<file path="src/rtl/i2crs_pkg.sv">
// Shared types and codes for the I2C register access sequencer.
package i2crs_pkg;

    // Bus event codes carried on the input tuser
    typedef enum logic [2:0] {
        CMD_BEGIN      = 3'd0,
        CMD_START_SENT = 3'd1,
        CMD_ADDR_ACKED = 3'd2,
        CMD_TX_EMPTY   = 3'd3,
        CMD_RX_BYTE    = 3'd4,
        CMD_NACK       = 3'd5,
        CMD_ARB_LOST   = 3'd6
    } cmd_t;

    // Transfer phase
    typedef enum logic [1:0] {
        PH_IDLE = 2'd0,
        PH_TX   = 2'd1,
        PH_RX   = 2'd2
    } phase_t;

    // Transfer status reported with every result
    typedef enum logic [2:0] {
        ST_IDLE = 3'd0,
        ST_BUSY = 3'd1,
        ST_DONE = 3'd2,
        ST_NACK = 3'd3,
        ST_ARLO = 3'd4
    } status_t;

    localparam int IN_DATA_W  = 40;
    localparam int OUT_DATA_W = 40;

    // Input beat payload, first field in the highest bits
    typedef struct packed {
        logic [7:0]  data_byte;
        logic        read_not_write;
        logic [15:0] length;
        logic [7:0]  register_address;
        logic [6:0]  device_address;
    } in_data_t;

    // One input item: event code plus payload
    typedef struct packed {
        logic [2:0] command;
        in_data_t   data;
    } in_item_t;

    // Result beat payload, first field in the highest bits
    typedef struct packed {
        logic [2:0]  status;
        logic [15:0] store_index;
        logic [7:0]  store_value;
        logic        store_valid;
        logic        enable_ack;
        logic        issue_stop;
        logic        issue_start;
        logic [7:0]  send_value;
        logic        send_valid;
    } result_t;

endpackage

</file>
<file path="src/rtl/i2crs_in_reg.sv">
// Input register stage: captures one event beat and holds it until the engine takes it.
module i2crs_in_reg
    import i2crs_pkg::*;
(
    input  logic     clk,
    input  logic     rst_n,
    input  logic     in_valid,
    output logic     in_ready,
    input  in_item_t in_item,
    input  logic     take,
    output logic     held_valid,
    output in_item_t held_item
);

    logic     valid_reg;
    logic     valid_next;
    in_item_t item_reg;

    // Accept a new beat whenever the slot is empty or drains this cycle
    assign in_ready = !valid_reg || take;

    always_comb
    begin
        valid_next = valid_reg;
        if (in_ready)
        begin
            valid_next = in_valid;
        end
    end

    always_ff @(posedge clk or negedge rst_n)
    begin
        if (!rst_n)
        begin
            valid_reg <= 1'b0;
        end
        else
        begin
            valid_reg <= valid_next;
        end
    end

    // Payload needs no reset
    always_ff @(posedge clk)
    begin
        if (in_ready && in_valid)
        begin
            item_reg <= in_item;
        end
    end

    assign held_valid = valid_reg;
    assign held_item  = item_reg;

endmodule

</file>
<file path="src/rtl/i2crs_engine.sv">
// Transfer state registers and the per-event next-state and result logic.
module i2crs_engine
    import i2crs_pkg::*;
(
    input  logic     clk,
    input  logic     rst_n,
    input  logic     step,
    input  in_item_t item,
    output result_t  result
);

    phase_t      phase_reg,       phase_next;
    logic        dir_read_reg,    dir_read_next;
    logic [6:0]  target_addr_reg, target_addr_next;
    logic [7:0]  target_reg_reg,  target_reg_next;
    logic [15:0] length_reg,      length_next;
    logic [15:0] position_reg,    position_next;
    status_t     status_reg,      status_next;

    logic [15:0] position_inc;
    logic        last_byte;
    cmd_t        cmd;

    assign cmd          = cmd_t'(item.command);
    assign position_inc = position_reg + 16'd1;
    assign last_byte    = (position_inc == length_reg);

    // Next state and result for one event
    always_comb
    begin
        phase_next       = phase_reg;
        dir_read_next    = dir_read_reg;
        target_addr_next = target_addr_reg;
        target_reg_next  = target_reg_reg;
        length_next      = length_reg;
        position_next    = position_reg;
        status_next      = status_reg;
        result           = '0;

        if (cmd == CMD_BEGIN)
        begin
            target_addr_next = item.data.device_address;
            target_reg_next  = item.data.register_address;
            length_next      = item.data.length;
            dir_read_next    = item.data.read_not_write;
            position_next    = '0;
            if (item.data.length == 16'd0)
            begin
                status_next = ST_DONE;
                phase_next  = PH_IDLE;
            end
            else
            begin
                status_next        = ST_BUSY;
                phase_next         = PH_TX;
                result.issue_start = 1'b1;
            end
        end
        else if (phase_reg != PH_IDLE)
        begin
            if (cmd == CMD_NACK)
            begin
                result.issue_stop = 1'b1;
                status_next       = ST_NACK;
                phase_next        = PH_IDLE;
            end
            else if (cmd == CMD_ARB_LOST)
            begin
                status_next = ST_ARLO;
                phase_next  = PH_IDLE;
            end
            else if (phase_reg == PH_TX)
            begin
                case (cmd)
                    CMD_START_SENT:
                    begin
                        result.send_valid = 1'b1;
                        result.send_value = {target_addr_reg, 1'b0};
                    end
                    CMD_ADDR_ACKED:
                    begin
                        result.send_valid = 1'b1;
                        result.send_value = target_reg_reg;
                        if (dir_read_reg)
                        begin
                            result.issue_start = 1'b1;
                            phase_next         = PH_RX;
                        end
                    end
                    CMD_TX_EMPTY:
                    begin
                        if (!dir_read_reg)
                        begin
                            result.send_valid  = 1'b1;
                            result.send_value  = item.data.data_byte;
                            result.store_index = position_reg;
                            position_next      = position_inc;
                            if (last_byte)
                            begin
                                result.issue_stop = 1'b1;
                                status_next       = ST_DONE;
                                phase_next        = PH_IDLE;
                            end
                        end
                    end
                    default:
                    begin
                    end
                endcase
            end
            else
            begin
                case (cmd)
                    CMD_START_SENT:
                    begin
                        result.send_valid = 1'b1;
                        result.send_value = {target_addr_reg, 1'b1};
                        result.enable_ack = (length_reg > 16'd1);
                    end
                    CMD_RX_BYTE:
                    begin
                        result.store_valid = 1'b1;
                        result.store_value = item.data.data_byte;
                        result.store_index = position_reg;
                        position_next      = position_inc;
                        if (last_byte)
                        begin
                            result.issue_stop = 1'b1;
                            status_next       = ST_DONE;
                            phase_next        = PH_IDLE;
                        end
                    end
                    default:
                    begin
                    end
                endcase
            end
        end

        result.status = status_next;
    end

    // Commit state only when the event moves to the result register
    always_ff @(posedge clk or negedge rst_n)
    begin
        if (!rst_n)
        begin
            phase_reg       <= PH_IDLE;
            dir_read_reg    <= 1'b0;
            target_addr_reg <= '0;
            target_reg_reg  <= '0;
            length_reg      <= '0;
            position_reg    <= '0;
            status_reg      <= ST_IDLE;
        end
        else if (step)
        begin
            phase_reg       <= phase_next;
            dir_read_reg    <= dir_read_next;
            target_addr_reg <= target_addr_next;
            target_reg_reg  <= target_reg_next;
            length_reg      <= length_next;
            position_reg    <= position_next;
            status_reg      <= status_next;
        end
    end

endmodule

</file>
<file path="src/rtl/i2crs_out_reg.sv">
// Result register: holds one result beat until the downstream side takes it.
module i2crs_out_reg
    import i2crs_pkg::*;
(
    input  logic    clk,
    input  logic    rst_n,
    input  logic    load,
    input  result_t load_data,
    output logic    free,
    output logic    out_valid,
    input  logic    out_ready,
    output result_t out_data
);

    logic    valid_reg;
    logic    valid_next;
    result_t data_reg;

    // Slot is free when empty or being drained this cycle
    assign free = !valid_reg || out_ready;

    always_comb
    begin
        valid_next = valid_reg;
        if (free)
        begin
            valid_next = load;
        end
    end

    always_ff @(posedge clk or negedge rst_n)
    begin
        if (!rst_n)
        begin
            valid_reg <= 1'b0;
        end
        else
        begin
            valid_reg <= valid_next;
        end
    end

    always_ff @(posedge clk)
    begin
        if (load && free)
        begin
            data_reg <= load_data;
        end
    end

    assign out_valid = valid_reg;
    assign out_data  = data_reg;

endmodule

</file>
<file path="src/rtl/i2c_master_register_access_sequencer_core.sv">
// Top level of the I2C master register access sequencer.
//
//  channel  | dir | tdata                            | tuser
//  ---------+-----+----------------------------------+------------------
//  s_axis   | in  | 40 bits, event payload           | 3-bit event code
//  m_axis   | out | 40 bits, one result per event    | none
//
// Each event beat is registered in the input stage, evaluated against the transfer state and
// written to the result register; one event per cycle is sustained while m_axis is not
// stalled.
// rst_n clears both stage valids and returns the transfer to idle.
// A stall on m_axis holds the result; the input stage keeps taking one more
// beat, then back-pressure reaches s_axis_tready.
module i2c_master_register_access_sequencer_core
    import i2crs_pkg::*;
(
    input  logic                  clk,
    input  logic                  rst_n,
    input  logic                  s_axis_tvalid,
    output logic                  s_axis_tready,
    // device_address[6:0], register_address[14:7], length[30:15],
    // read_not_write[31], data_byte[39:32]
    input  logic [IN_DATA_W-1:0]  s_axis_tdata,
    // command[2:0]
    input  logic [2:0]            s_axis_tuser,
    output logic                  m_axis_tvalid,
    input  logic                  m_axis_tready,
    // send_valid[0], send_value[8:1], issue_start[9], issue_stop[10],
    // enable_ack[11], store_valid[12], store_value[20:13],
    // store_index[36:21], status[39:37]
    output logic [OUT_DATA_W-1:0] m_axis_tdata
);

    in_item_t in_item;
    in_item_t held_item;
    logic     held_valid;
    logic     out_free;
    logic     advance;
    result_t  step_result;
    result_t  out_result;

    assign in_item.command = s_axis_tuser;
    assign in_item.data    = in_data_t'(s_axis_tdata);

    // Move an event into the result register when there is room
    assign advance = held_valid && out_free;

    i2crs_in_reg u_in_reg (
        .clk        (clk),
        .rst_n      (rst_n),
        .in_valid   (s_axis_tvalid),
        .in_ready   (s_axis_tready),
        .in_item    (in_item),
        .take       (advance),
        .held_valid (held_valid),
        .held_item  (held_item)
    );

    i2crs_engine u_engine (
        .clk    (clk),
        .rst_n  (rst_n),
        .step   (advance),
        .item   (held_item),
        .result (step_result)
    );

    i2crs_out_reg u_out_reg (
        .clk       (clk),
        .rst_n     (rst_n),
        .load      (advance),
        .load_data (step_result),
        .free      (out_free),
        .out_valid (m_axis_tvalid),
        .out_ready (m_axis_tready),
        .out_data  (out_result)
    );

    assign m_axis_tdata = OUT_DATA_W'(out_result);

endmodule

</file>
<file path="config.mk">
export PLATFORM = sky130hd
export DESIGN_NAME = i2c_master_register_access_sequencer_core
export DESIGN_NICKNAME = d
export VERILOG_FILES = /design/src/rtl/i2crs_pkg.sv /design/src/rtl/i2crs_in_reg.sv /design/src/rtl/i2crs_engine.sv /design/src/rtl/i2crs_out_reg.sv /design/src/rtl/i2c_master_register_access_sequencer_core.sv
export SDC_FILE = /design/constraint.sdc
export NUM_CORES = 1
export LEC_CHECK = 0
export CORE_ASPECT_RATIO = 0.8
export CORE_MARGIN = 2
export CORE_UTILIZATION = 60
export DETAILED_ROUTE_END_ITERATION = 16
export DONT_BUFFER_PORTS = 1
export PLACE_DENSITY = 0.76
export REMOVE_ABC_BUFFERS = 1
export SLEW_MARGIN = 0
export SYNTH_ARGS = -nofsm -noshare
export SYNTH_HDL_FRONTEND = slang
export SYNTH_SLANG_ARGS = --single-unit
</file>
<file path="constraint.sdc">
create_clock -name clk -period 4.8 [get_ports clk]
set_clock_uncertainty 0.15 [all_clocks]
set_input_delay 0.96 -clock clk [delete_from_list [all_inputs] [get_ports clk]]
set_output_delay 0.96 -clock clk [all_outputs]
set_load 0.02 [all_outputs]
</file>
# After elaboration in Yosys (flattened, before gate mapping)
# Index checks and enable logic that the tools add are counted.
# classes
magnitude_cmp,1
n_reduce_logical,21
n_addsub,1
bitwise,3
mux,53
n_eq_ne,15
# ops
cell,n
16-bit two-way mux,11
37-bit two-way mux,1
10-bit two-way mux,3
3-bit two-way mux,9
9-bit two-way mux,3
9-bit one-hot mux with 3 select lines,1
25-bit two-way mux,1
2-bit two-way mux,10
"16-bit by 1-bit adder with 16-bit output, second input constant",1
16-bit equality test,1
"16-bit by 1-bit > comparator with 1-bit output, second input constant",1
16-bit logical NOT,1
1-bit two-way mux,13
6-bit OR reduction,2
"3-bit equality test, second input constant",3
7-bit AND reduction,1
"3-bit by 2-bit equality test with 1-bit output, second input constant",2
"6-bit by 2-bit inequality test with 1-bit output, second input constant",1
"6-bit by 3-bit inequality test with 1-bit output, second input constant",1
"6-bit inequality test, second input constant",1
6-bit AND reduction,1
5-bit nonzero test,1
5-bit OR reduction,1
"2-bit by 1-bit inequality test with 1-bit output, second input constant",2
15 further kinds,22
# word_totals
regBits,138
out_inout_bits,42

# Longest topological paths before layout
# Gate-level depths: netlist (run 1).
# depth
word_depth,10
mapped_depth,9

# Hierarchy
# A second synthesis (run 1) with hierarchy kept.
# hier_totals
cells_unflattened,479
area_unflattened_um2,6067.1
# modules_own_cells
mod,n_inst,cells_per_inst,area_each_um2
i2crs_engine,1,387,3460.8
i2crs_in_reg,1,47,1345.0
i2crs_out_reg,1,44,1255.0
i2c_master_register_access_sequencer_core,1,1,6.3

# Worst setup path before layout (run 1)
# No wires, ideal clock.
# synth_timing
kind,input-to-reg
start,in m_axis_tready
end,reg u_engine.position_reg[7]
setup_slack_ps,883
t_required_ps,4521
setup_ps,129
t_arrival_ps,3639
stages,9
path_cell_list,nand2b_1 -> and2_1 -> clkbuf_1 -> nand2_1 -> or2_2 -> buf_2 -> clkbuf_1 -> o21ai_0 -> o41ai_1
# synth_via
elab_chain_cells,3
# synth_lines
element,line_no,text
"start, declared",i2c_master_register_access_sequencer_core.sv:27,"input logic m_axis_tready,"
1-bit logical OR,i2crs_out_reg.sv:20,assign free = !valid_reg || out_ready;
1-bit logical AND,i2c_master_register_access_sequencer_core.sv:46,assign advance = held_valid && out_free;
named net advance,i2c_master_register_access_sequencer_core.sv:38,logic advance;
7-bit AND reduction (no line),-,
"end signal, assigned",i2crs_engine.sv:163,position_reg <= position_next;
"end, declared",i2crs_engine.sv:17,"logic [15:0] position_reg, position_next;"
# The timed path passes the listed nets, and every way through them passes these cells.
# A chain may end at the register's enable or synchronous reset.

==> qor.csv, run 1 <==
stage,metric,value,unit
outcome,outcome,completed,
clock_tree,cts_sinks,138,
global_routing,grt_usage,0.2472,
finish,final_nets,519,
sta,slew_headroom,0.2034,
synthesis,synth_top_area_frac,0.4090,
die,die_height,94.15,um
finish,antenna_cells,0,
synthesis,ys_warn_count,0,
critical_path,r2r_slack,1820,ps
route,dr.pass1.iters,5,
clock_tree,postCtsSetupRepairBufs,0,
sta,final_min_period_over_clock_period,0.6208,
sta,setup_viol,0,
critical_path,critical_path.cell_chain,ha_1 > nand4_1 > nor4_2 > xnor2_1 > o2111ai_1 > nor4_4 > a21oi_2 > o221a_1,
critical_path,rr_worst_depth,8,
flow_run,maxCapViolCount,0,
power_and_ir_drop,switchingPower,0.0009813,W
power_and_ir_drop,comb_power_share,0.136,
synthesis,yosysTopAreaCell,edfxtp_1,
global_routing,grt_pass1_wl,20.00,mm
sta,drv_slew,0,
synthesis,synthCells,474,
route,viasPerCell,6.185,
sta,timing.fmax,335.6,MHz
route,dr_total_vias,3835,
critical_path,path_max_fanout,9,
sta,hold_viol_final,0,
worst_hold_path,hold_class,in2async,
route,routedWlPerCell,20.30,um
global_routing,antenna_found_initial,0,
synthesis,syn_area,0.006095,sq mm
clock_tree,clk_pin_slew,60,ps
sta,setup-tns-final,0,ps
route,first_iter_violations,285,
synthesis,synth_edf_count,83,
sta,min_period,2980,ps
critical_path,crit_type,reg2reg,
critical_path,start_kind,flip-flop,
finish,syn2layout_area_growth,11.23,%
global_routing,grt_pass1_vias,3762,
clock_tree,cts_buffers,17,
clock_tree,clock_latency,420,ps
placed_design,place_congestion,0.9183,
die,initial_utilization,0.6238,
sta,tightestPinTransition,1186,ps
route,drc_errors,0,
placed_design,dp_hpwl,8.181,mm
critical_path,critPathArrivalTime,2990,ps
critical_path,r2r_start,u_engine.position_reg[0],
clock_tree,cts_tree,built,
critical_path,cp.depth,8,
critical_path,crit_start,u_engine.position_reg[0],
clock_tree,cts-resized-gates,0,
synthesis,ys_seq_area_frac,0.6348,
power_and_ir_drop,powerDensity,506.3,mW/mm^2
route,wl,12.59,mm
finish,nFillCells,695,
critical_path,r2r_end,u_out_reg.out_data[39],
finish,drive_gt1_frac,0.1777,
clock_tree,cts_buffer_depth,2,
die,rows,32,
global_routing,grt_max_degree,56,
power_and_ir_drop,pwr-share-clk,0.383,
clock_tree,cts_root_buffer,clkbuf_16,
critical_path,required,4810,ps
clock_tree,postCtsHoldBufs,0,
finish,ff_latch_area,0.003869,sq mm
critical_path,endpoint,u_out_reg.out_data[39],
power_and_ir_drop,power_leakage,2.525,nW
power_and_ir_drop,p_sw_frac,0.2859,
global_routing,grt_overflow,0,
synthesis,ys_top_cells_by_area,"edfxtp_1, dfrtp_1, mux2_2",
clock_tree,h-tree-depth,4,
die,die_w,116.7,um
sta,rsz0062_at_grt,false,
synthesis,synth_cell_type_count,63,
critical_path,crit_path_top_delay_cell,dfrtp_1,
critical_path,crit_buf_inv,0,
finish,multi_input_area,0.002110,sq mm
placed_design,port_buffers,0,
route,ant_nets,0,
finish,utilization,0.6939,
critical_path,critPathMaxStageDelay,460,ps
synthesis,yosys_most_used_dff,edfxtp_1,
power_and_ir_drop,intPower,0.002451,W
synthesis,ys_seq_elements,138,
die,die_area,0.01098,sq mm
synthesis,avgSynthCellArea,12.86,sq um
finish,largest_reg_flops,43,
power_and_ir_drop,sequentialPowerShare,0.480,
critical_path,path_delay_family,simple AND/OR/NAND/NOR gates,
synthesis,async_flop_share,0.3986,
power_and_ir_drop,vdd_drop_max,0.0004500,V
critical_path,end_kind,flip-flop,
die,ioPinCount,89,
die,core-area,0.009769,sq mm
-- placed cells by master, fill, tap and decap left out, types with 8 or more instances in the layout --
master,synthesis,final
mux2_2,33,33
nand2_1,33,33
dfrtp_1,55,55
o21ai_0,31,31
xnor2_1,10,10
a22oi_1,8,8
edfxtp_1,83,83
xor2_1,11,11
clkbuf_16,0,17
nor2b_1,24,24
a21oi_1,18,18
nor4_1,9,9
and2_1,11,9
nor2_1,29,29
-- cell usage after synthesis (5+ instances only) --
cell type and n:
and3_1 5, a21oi_1 18, nand4_1 7, nand2_1 33
o31ai_1 7, nand2b_1 7, a22oi_1 8, edfxtp_1 83
nor2_1 29, mux2_2 33, nor3_1 8, nor2b_1 24
clkbuf_1 11, nor4_1 9, nand3_1 6, xnor2_1 10
o21ai_0 31, xor2_1 11, dfrtp_1 55, and2_1 11
buf_2 9
-- worst min-delay path by stage --
stage                                  endpoint  slack [ps]  cells after the start
global route            u_engine.length_reg[11]          70                      0
CTS                     u_engine.length_reg[11]          70                      0
floorplan                   u_out_reg.out_valid         300                      1
global placement     u_engine.target_reg_reg[4]         310                      1
finish                  u_engine.length_reg[11]          80                      0
detailed placement  u_engine.target_addr_reg[6]         320                      1
-- layout make-up --
| class | count | share of cell area |
|---|---|---|
| Clock inverter | 14 | 0.02326 |
| Multi-Input combinational cell | 308 | 0.3112 |
| Timing Repair Buffer | 3 | 0.003322 |
| Sequential cell | 138 | 0.5707 |
| Clock buffer | 18 | 0.06478 |
| Tap cell | 136 | 0.02510 |
| Inverter | 3 | 0.001661 |
-- per-layer routing --
| layer | GRT usage | routed length (um) | share of wire |
|---|---|---|---|
| met5 | 0 | 0 | 0 |
| met4 | 0.08725 | 187 | 0.015 |
| met3 | 0.09032 | 1000 | 0.079 |
| met2 | 0.3627 | 5917 | 0.47 |
| met1 | 0.3409 | 5482 | 0.44 |
-- stage by stage --
step,cell area (sq um),total power [W],setup WS (ps),hold WS [ps],cells
global route,6779,0.003572,1677,65.68,620
floorplan,5982,0.001987,837.6,298.7,449
CTS,6779,0.003440,1841,72.74,620
finish,6779,0.003432,1820,84.28,620
detailed placement,6182,0.002123,1869,317.9,588
global placement,6182,0.002098,1962,308.8,588
-- power groups by stage --
stage / combinational (W) / sequential [W] / clock (W)
6_report: 0.000468 / 0.00165 / 0.00132
5_1_grt: 0.000519 / 0.00167 / 0.00138
4_1_cts: 0.000466 / 0.00164 / 0.00133
3_5_place_dp: 0.000460 / 0.00166 / 0
3_3_place_gp: 0.000449 / 0.00165 / 0
2_1_floorplan: 0.000379 / 0.00161 / 0
-- cells by family after synthesis --
| family | Yosys count | share of synthesized area |
|---|---|---|
| and+or+nand+nor | 159 | 0.1495 |
| DFF | 138 | 0.6348 |
| AOI/OAI and AO/OA | 92 | 0.09896 |
| muxes | 35 | 0.06426 |
| buffers and inverters | 28 | 0.02032 |
| xor gates and xnor gates | 21 | 0.03018 |
| adders and majority gates | 1 | 0.002053 |
(Power assumes the default switching activity.)
==> inputs of run 2 (changes only) <==
==> constraint.sdc (replaced) <==
create_clock -name clk -period 3 [get_ports clk]
set_clock_uncertainty 0.15 [all_clocks]
set_input_delay 0.6 -clock clk [delete_from_list [all_inputs] [get_ports clk]]
set_output_delay 0.6 -clock clk [all_outputs]
set_load 0.02 [all_outputs]
==> qor.csv, run 2 (synthesis gave the netlist of run 1 again) <==
stage,metric,value,unit
finish,stdcell_area,0.006964,sq mm
critical_path,cp_common_cell,nor4_4,
finish,multi_input_area,0.002121,sq mm
critical_path,crit_path_top_delay_cell,nor4_4,
clock_tree,clock_latency,430,ps
route,first_iter_violations,379,
global_routing,grt_pass1_vias,3860,
clock_tree,cts_tree,built,
clock_tree,cts_buffers,17,
power_and_ir_drop,comb_power_share,0.151,
route,viasPerCell,6.157,
power_and_ir_drop,vdd_drop_max,0.0008154,V
worst_hold_path,hold_class,in2reg,
route,wl,13.02,mm
global_routing,grt_pass1_wl,20.58,mm
sta,min_period,2867,ps
outcome,outcome,completed,
power_and_ir_drop,power_leakage,2.642,nW
critical_path,required,3020,ps
critical_path,start_kind,flip-flop,
power_and_ir_drop,intPower,0.004026,W
sta,rsz0062_at_grt,false,
critical_path,path_max_fanout,9,
route,drc_errors,0,
clock_tree,clk_pin_slew,60,ps
clock_tree,postCtsSetupRepairBufs,0,
power_and_ir_drop,p_sw_frac,0.2821,
die,ioPinCount,89,
finish,largest_reg_flops,43,
finish,nFillCells,693,
flow_run,maxCapViolCount,0,
die,die_height,94.15,um
route,routedWlPerCell,20.41,um
placed_design,port_buffers,0,
sta,slew_headroom,0.2975,
sta,drv_slew,0,
sta,tightestPinTransition,1050,ps
sta,fin_ws,132.5,ps
placed_design,dp_hpwl,8.812,mm
sta,setup-tns-final,0,ps
critical_path,crit_buf_inv,0,
placed_design,post_dp_cell_area,0.006302,sq mm
clock_tree,h-tree-depth,4,
clock_tree,cts_buffer_depth,2,
sta,timing.fmax,348.7,MHz
placed_design,dpl.cell_count,604,
finish,drive_gt1_frac,0.2052,
power_and_ir_drop,pwr-share-clk,0.383,
finish,final_common_cell,edfxtp_1,
die,initial_utilization,0.6238,
power_and_ir_drop,sequentialPowerShare,0.465,
finish,antenna_cells,0,
placed_design,place_ws,148.5,ps
clock_tree,cts_sinks,138,
critical_path,critPathArrivalTime,2890,ps
global_routing,grt_usage,0.2587,
global_routing,grt_overflow,0,
die,core-area,0.009769,sq mm
critical_path,path_delay_family,simple AND/OR/NAND/NOR gates,
die,die_w,116.7,um
global_routing,antenna_found_initial,0,
route,ant_nets,0,
sta,final_min_period_over_clock_period,0.9558,
finish,ff_latch_area,0.003869,sq mm
critical_path,critical_path.cell_chain,ha_2 > nand4_1 > nor4_4 > xnor2_1 > o2111ai_1 > nor4_4 > a21oi_2 > o221a_1,
clock_tree,cts_root_buffer,clkbuf_16,
die,die_area,0.01098,sq mm
critical_path,critPathMaxStageDelay,430,ps
route,dr.pass1.iters,5,
die,rows,32,
finish,final_cell_mix,"edfxtp_1, dfrtp_1, nand2_1, mux2_2, o21ai_0",
route,dr_total_vias,3928,
finish,final_nets,537,
power_and_ir_drop,powerDensity,805.3,mW/mm^2
sta,setup_viol,0,
finish,fin_cells,638,
critical_path,end_kind,flip-flop,
critical_path,crit_type,reg2reg,
power_and_ir_drop,switchingPower,0.001582,W
placed_design,place_congestion,0.9446,
sta,hold_viol_final,0,
finish,syn2layout_area_growth,14.27,%
global_routing,grt_max_degree,56,
run 2: cell count changes in the layout (fill, tap and decap cells not counted), sizes merged:
cell         change
clkbuf           +1
inv              -6
bufinv           +1
clkinv           +4
buf             +17
dlygate4sd3      +1
run 2: routing by layer:
metal	track usage	share of wire	up-vias
li1	-	-	1794
met3	0.09290	0.090	22
met5	0	0	-
met1	0.3611	0.44	1934
met4	0.1000	0.017	0
met2	0.3724	0.45	178
run 2: metrics by stage:
stage,utilization,hold slack [ps],power (W)
after floorplan,-,154.4,0.003179
after global placement,0.6451,156.8,0.003400
after detailed placement,0.6451,156.8,0.003449
after CTS,0.7117,108.0,0.005612
after global routing,0.7129,97.37,0.005833
final,0.7129,112.8,0.005608
run 2: layout make-up:
type,instances,share of cell area
clock inverter,13,0.02443
timing repair buffer,21,0.02587
inverter,3,0.001617
clock buffer,19,0.06360
tap,136,0.02443
multi-input combinational,308,0.3045
sequential,138,0.5555
run 2: worst paths after layout:
| kind | cells after the start | slack, ps | startpoint | endpoint |
|---|---|---|---|---|
| max | 8 | 130 | u_engine.position_reg[1] | u_out_reg.out_data[39] |
| min | 0 | 110 | s_axis_tdata[27] | u_in_reg.held_item[27] |
| max reg2reg | 8 | 130 | u_engine.position_reg[1] | u_out_reg.out_data[39] |
| min reg2reg | 1 | 330 | u_in_reg.held_item[31] | u_engine.dir_read_reg |
| max in group asynchronous | 2 | 1910 | rst_n | u_engine.status_reg[0] |
| min in group asynchronous | 2 | 550 | rst_n | u_engine.length_reg[12] |
run 2: worst reg2reg max path, cell delays in order, from the launching register on:
cell       delay (ps)
dfrtp_1           410
ha_2              300
nand4_1           230
nor4_4            430
xnor2_1           180
o2111ai_1         190
nor4_4            320
a21oi_2           120
o221a_1           280
run 2: what timing repair did:
action	CTS	global route
endpoints found under the setup margin	0	3
resized for setup	0	2
hold buffers	2	0
endpoints found under the hold margin	55	0
run 2: power groups by stage:
stage          clock [W]  sequential (W)  combinational, W
6_report         0.00215         0.00261          0.000849
5_1_grt          0.00226         0.00264          0.000934
4_1_cts          0.00217         0.00260          0.000842
3_5_place_dp           0         0.00264          0.000814
3_3_place_gp           0         0.00262          0.000784
2_1_floorplan          0         0.00257          0.000606
==> inputs of run 3 (changes only) <==
--- a/config.mk
+++ b/config.mk
@@ -5,12 +5,13 @@
 export SDC_FILE = /design/constraint.sdc
 export NUM_CORES = 1
 export LEC_CHECK = 0
+export ABC_AREA = 1
 export CORE_ASPECT_RATIO = 0.8
 export CORE_MARGIN = 2
 export CORE_UTILIZATION = 60
 export DETAILED_ROUTE_END_ITERATION = 16
 export DONT_BUFFER_PORTS = 1
-export PLACE_DENSITY = 0.76
+export PLACE_DENSITY = 0.79
 export REMOVE_ABC_BUFFERS = 1
 export SLEW_MARGIN = 0
 export SYNTH_ARGS = -nofsm -noshare
==> qor.csv, run 3 <==
stage,metric,value,unit
outcome,outcome,completed,
sta,drv_slew,0,
critical_path,critical_path.cell_chain,nor2_1 > inv_1 > nor2_1 > nor2_1 > nand3_1 > inv_1 > nand3_1 > a31o_2 > inv_1,
power_and_ir_drop,p_sw_frac,0.3314,
critical_path,critPathArrivalTime,2850,ps
placed_design,post_dp_cell_area,0.006276,sq mm
flow_run,maxCapViolCount,0,
critical_path,crit_path_top_delay_cell,inv_1,
synthesis,yosysTopAreaCell,edfxtp_1,
placed_design,dpl.cell_count,734,
die,rows,32,
synthesis,synth_cell_type_count,41,
die,die_area,0.01102,sq mm
power_and_ir_drop,vdd_drop_max,0.0005998,V
synthesis,synthCells,604,
die,initial_utilization,0.6256,
clock_tree,cts_sinks,138,
finish,drive_gt1_frac,0.1203,
sta,tightestPinTransition,811.6,ps
route,ant_nets,0,
synthesis,yosys-top-cells-count,"nand2_1, inv_1, edfxtp_1",
placed_design,dp_hpwl,8.766,mm
synthesis,ys_seq_area_frac,0.6330,
synthesis,synth_top_area_frac,0.4078,
finish,largest_reg_flops,43,
sta,rsz0062_at_grt,false,
synthesis,ys_warn_count,0,
die,core-area,0.009769,sq mm
die,die_w,116.8,um
synthesis,synth.most_common_cell,nand2_1,
die,die_height,94.28,um
global_routing,grt_pass1_wl,21.16,mm
power_and_ir_drop,powerDensity,925.5,mW/mm^2
route,first_iter_violations,341,
clock_tree,clock_latency,420,ps
sta,timing.fmax,370.0,MHz
clock_tree,cts_buffers,17,
critical_path,crit_type,reg2reg,
power_and_ir_drop,pwr-share-clk,0.338,
global_routing,antenna_found_initial,3,
sta,hold_viol_final,0,
clock_tree,cts_buffer_depth,2,
route,dr.pass1.iters,5,
power_and_ir_drop,power_leakage,3.137,nW
global_routing,grt_pass1_vias,4089,
global_routing,grt_overflow,0,
critical_path,path_delay_family,simple AND/OR/NAND/NOR gates,
finish,stdcell_area,0.006939,sq mm
synthesis,ys_top_cells_by_area,"edfxtp_1, dfrtp_1, nand2_1",
power_and_ir_drop,intPower,0.004294,W
finish,final_nets,667,
sta,slew_headroom,0.4583,
synthesis,ys_seq_elements,138,
finish,final_cell_mix,"nand2_1, inv_1, edfxtp_1",
critical_path,required,3140,ps
die,ioPinCount,89,
clock_tree,h-tree-depth,4,
placed_design,port_buffers,0,
route,routedWlPerCell,17.06,um
route,drc_errors,0,
clock_tree,cts_tree,built,
power_and_ir_drop,switchingPower,0.002129,W
finish,fin_cells,770,
critical_path,path_max_fanout,24,
route,dr_total_vias,4343,
synthesis,syn_area,0.006112,sq mm
global_routing,grt_usage,0.2625,
critical_path,crit_buf_inv,3,
global_routing,grt_max_degree,56,
power_and_ir_drop,sequentialPowerShare,0.460,
synthesis,async_flop_share,0.3986,
critical_path,start_kind,flip-flop,
sta,final_min_period_over_clock_period,0.9010,
synthesis,avgSynthCellArea,10.12,sq um
route,viasPerCell,5.640,
placed_design,place_congestion,0.9163,
sta,min_period,2703,ps
clock_tree,clk_pin_slew,60,ps
finish,syn2layout_area_growth,13.53,%
critical_path,end_kind,flip-flop,
critical_path,critPathMaxStageDelay,620,ps
worst_hold_path,hold_class,in2reg,
synthesis,yosys_most_used_dff,edfxtp_1,
sta,setup_viol,0,
finish,final_common_cell,nand2_1,
synthesis,synth_edf_count,83,
clock_tree,cts_root_buffer,clkbuf_16,
power_and_ir_drop,comb_power_share,0.202,
route,wl,13.14,mm
## run 3: changes by cell type in the layout (fill, tap and decap cells not counted), sizes merged, moves of 14 or more
cell   previous run  this run
nand3             7        45
mux2             33         8
nand2            33       137
nor2             30        55
nor2b            24         0
buf              20         6
inv               4       107
## run 3: cell type report
type	count	area (sq um)
repair buffers	7	75.07
inverters	108	406.6
clock inverters	12	163.9
fillers	690	2830
well taps	136	170.2
flip-flops and latches	138	3869
clock buffers	20	456.7
diodes	2	5.005
multi-input cells	347	1793
## run 3: power groups by stage
stage / Clock, W / Sequential (W) / Combinational (W)
6_report: 0.00217 / 0.00296 / 0.00130
4_1_cts: 0.00220 / 0.00295 / 0.00127
5_1_grt: 0.00228 / 0.00301 / 0.00146
2_1_floorplan: 0 / 0.00284 / 0.000989
3_5_place_dp: 0 / 0.00297 / 0.00122
3_3_place_gp: 0 / 0.00296 / 0.00118
## run 3: cell families after synthesis
family | synth area share
compound gates | 0.06715
buf+inv | 0.07369
mux | 0.01474
simple gates | 0.2025
xor+xnor | 0.006962
fa+ha+maj | 0.002047
flops | 0.6330
## run 3: layer usage
layer  routed length [um]  track usage
met4                  254       0.1000
met2                 5766       0.3786
met1                 5643       0.3672
met3                 1460      0.09226
met5                   13            0
## run 3: per-stage QoR
stage / setup TNS, ps / power [W] / hold slack (ps) / setup slack [ps] / util
2_1_floorplan: -10760 / 0.003830 / 154.4 / -467.7 / -
3_3_place_gp: 0 / 0.004145 / 156.9 / 548.6 / 0.6424
3_5_place_dp: 0 / 0.004198 / 156.6 / 495.4 / 0.6424
4_1_cts: 0 / 0.006419 / 102.9 / 392.8 / 0.7098
5_1_grt: 0 / 0.006750 / 103.3 / 94.97 / 0.7103
6_report: 0 / 0.006422 / 118.3 / 297.0 / 0.7103
## run 3: final timing paths
kind	start	end	slack [ps]	depth (start not counted)
max in group asynchronous	rst_n	u_engine.status_reg[0]	1880	2
setup / recovery	u_in_reg.held_item[40]	u_out_reg.out_data[11]	300	9
hold reg to reg	u_in_reg.held_item[4]	u_engine.target_addr_reg[4]	330	1
min in group asynchronous	rst_n	u_engine.position_reg[11]	570	2
hold / removal	s_axis_tdata[34]	u_in_reg.held_item[34]	120	0
setup reg to reg	u_in_reg.held_item[40]	u_out_reg.out_data[11]	300	9
## run 3: timing repair
action / in CTS / in global routing
hold buffers: 2 / 0
resized for setup: 0 / 0
setup buffers: 0 / 0
hold endpoints to repair: 55 / 0
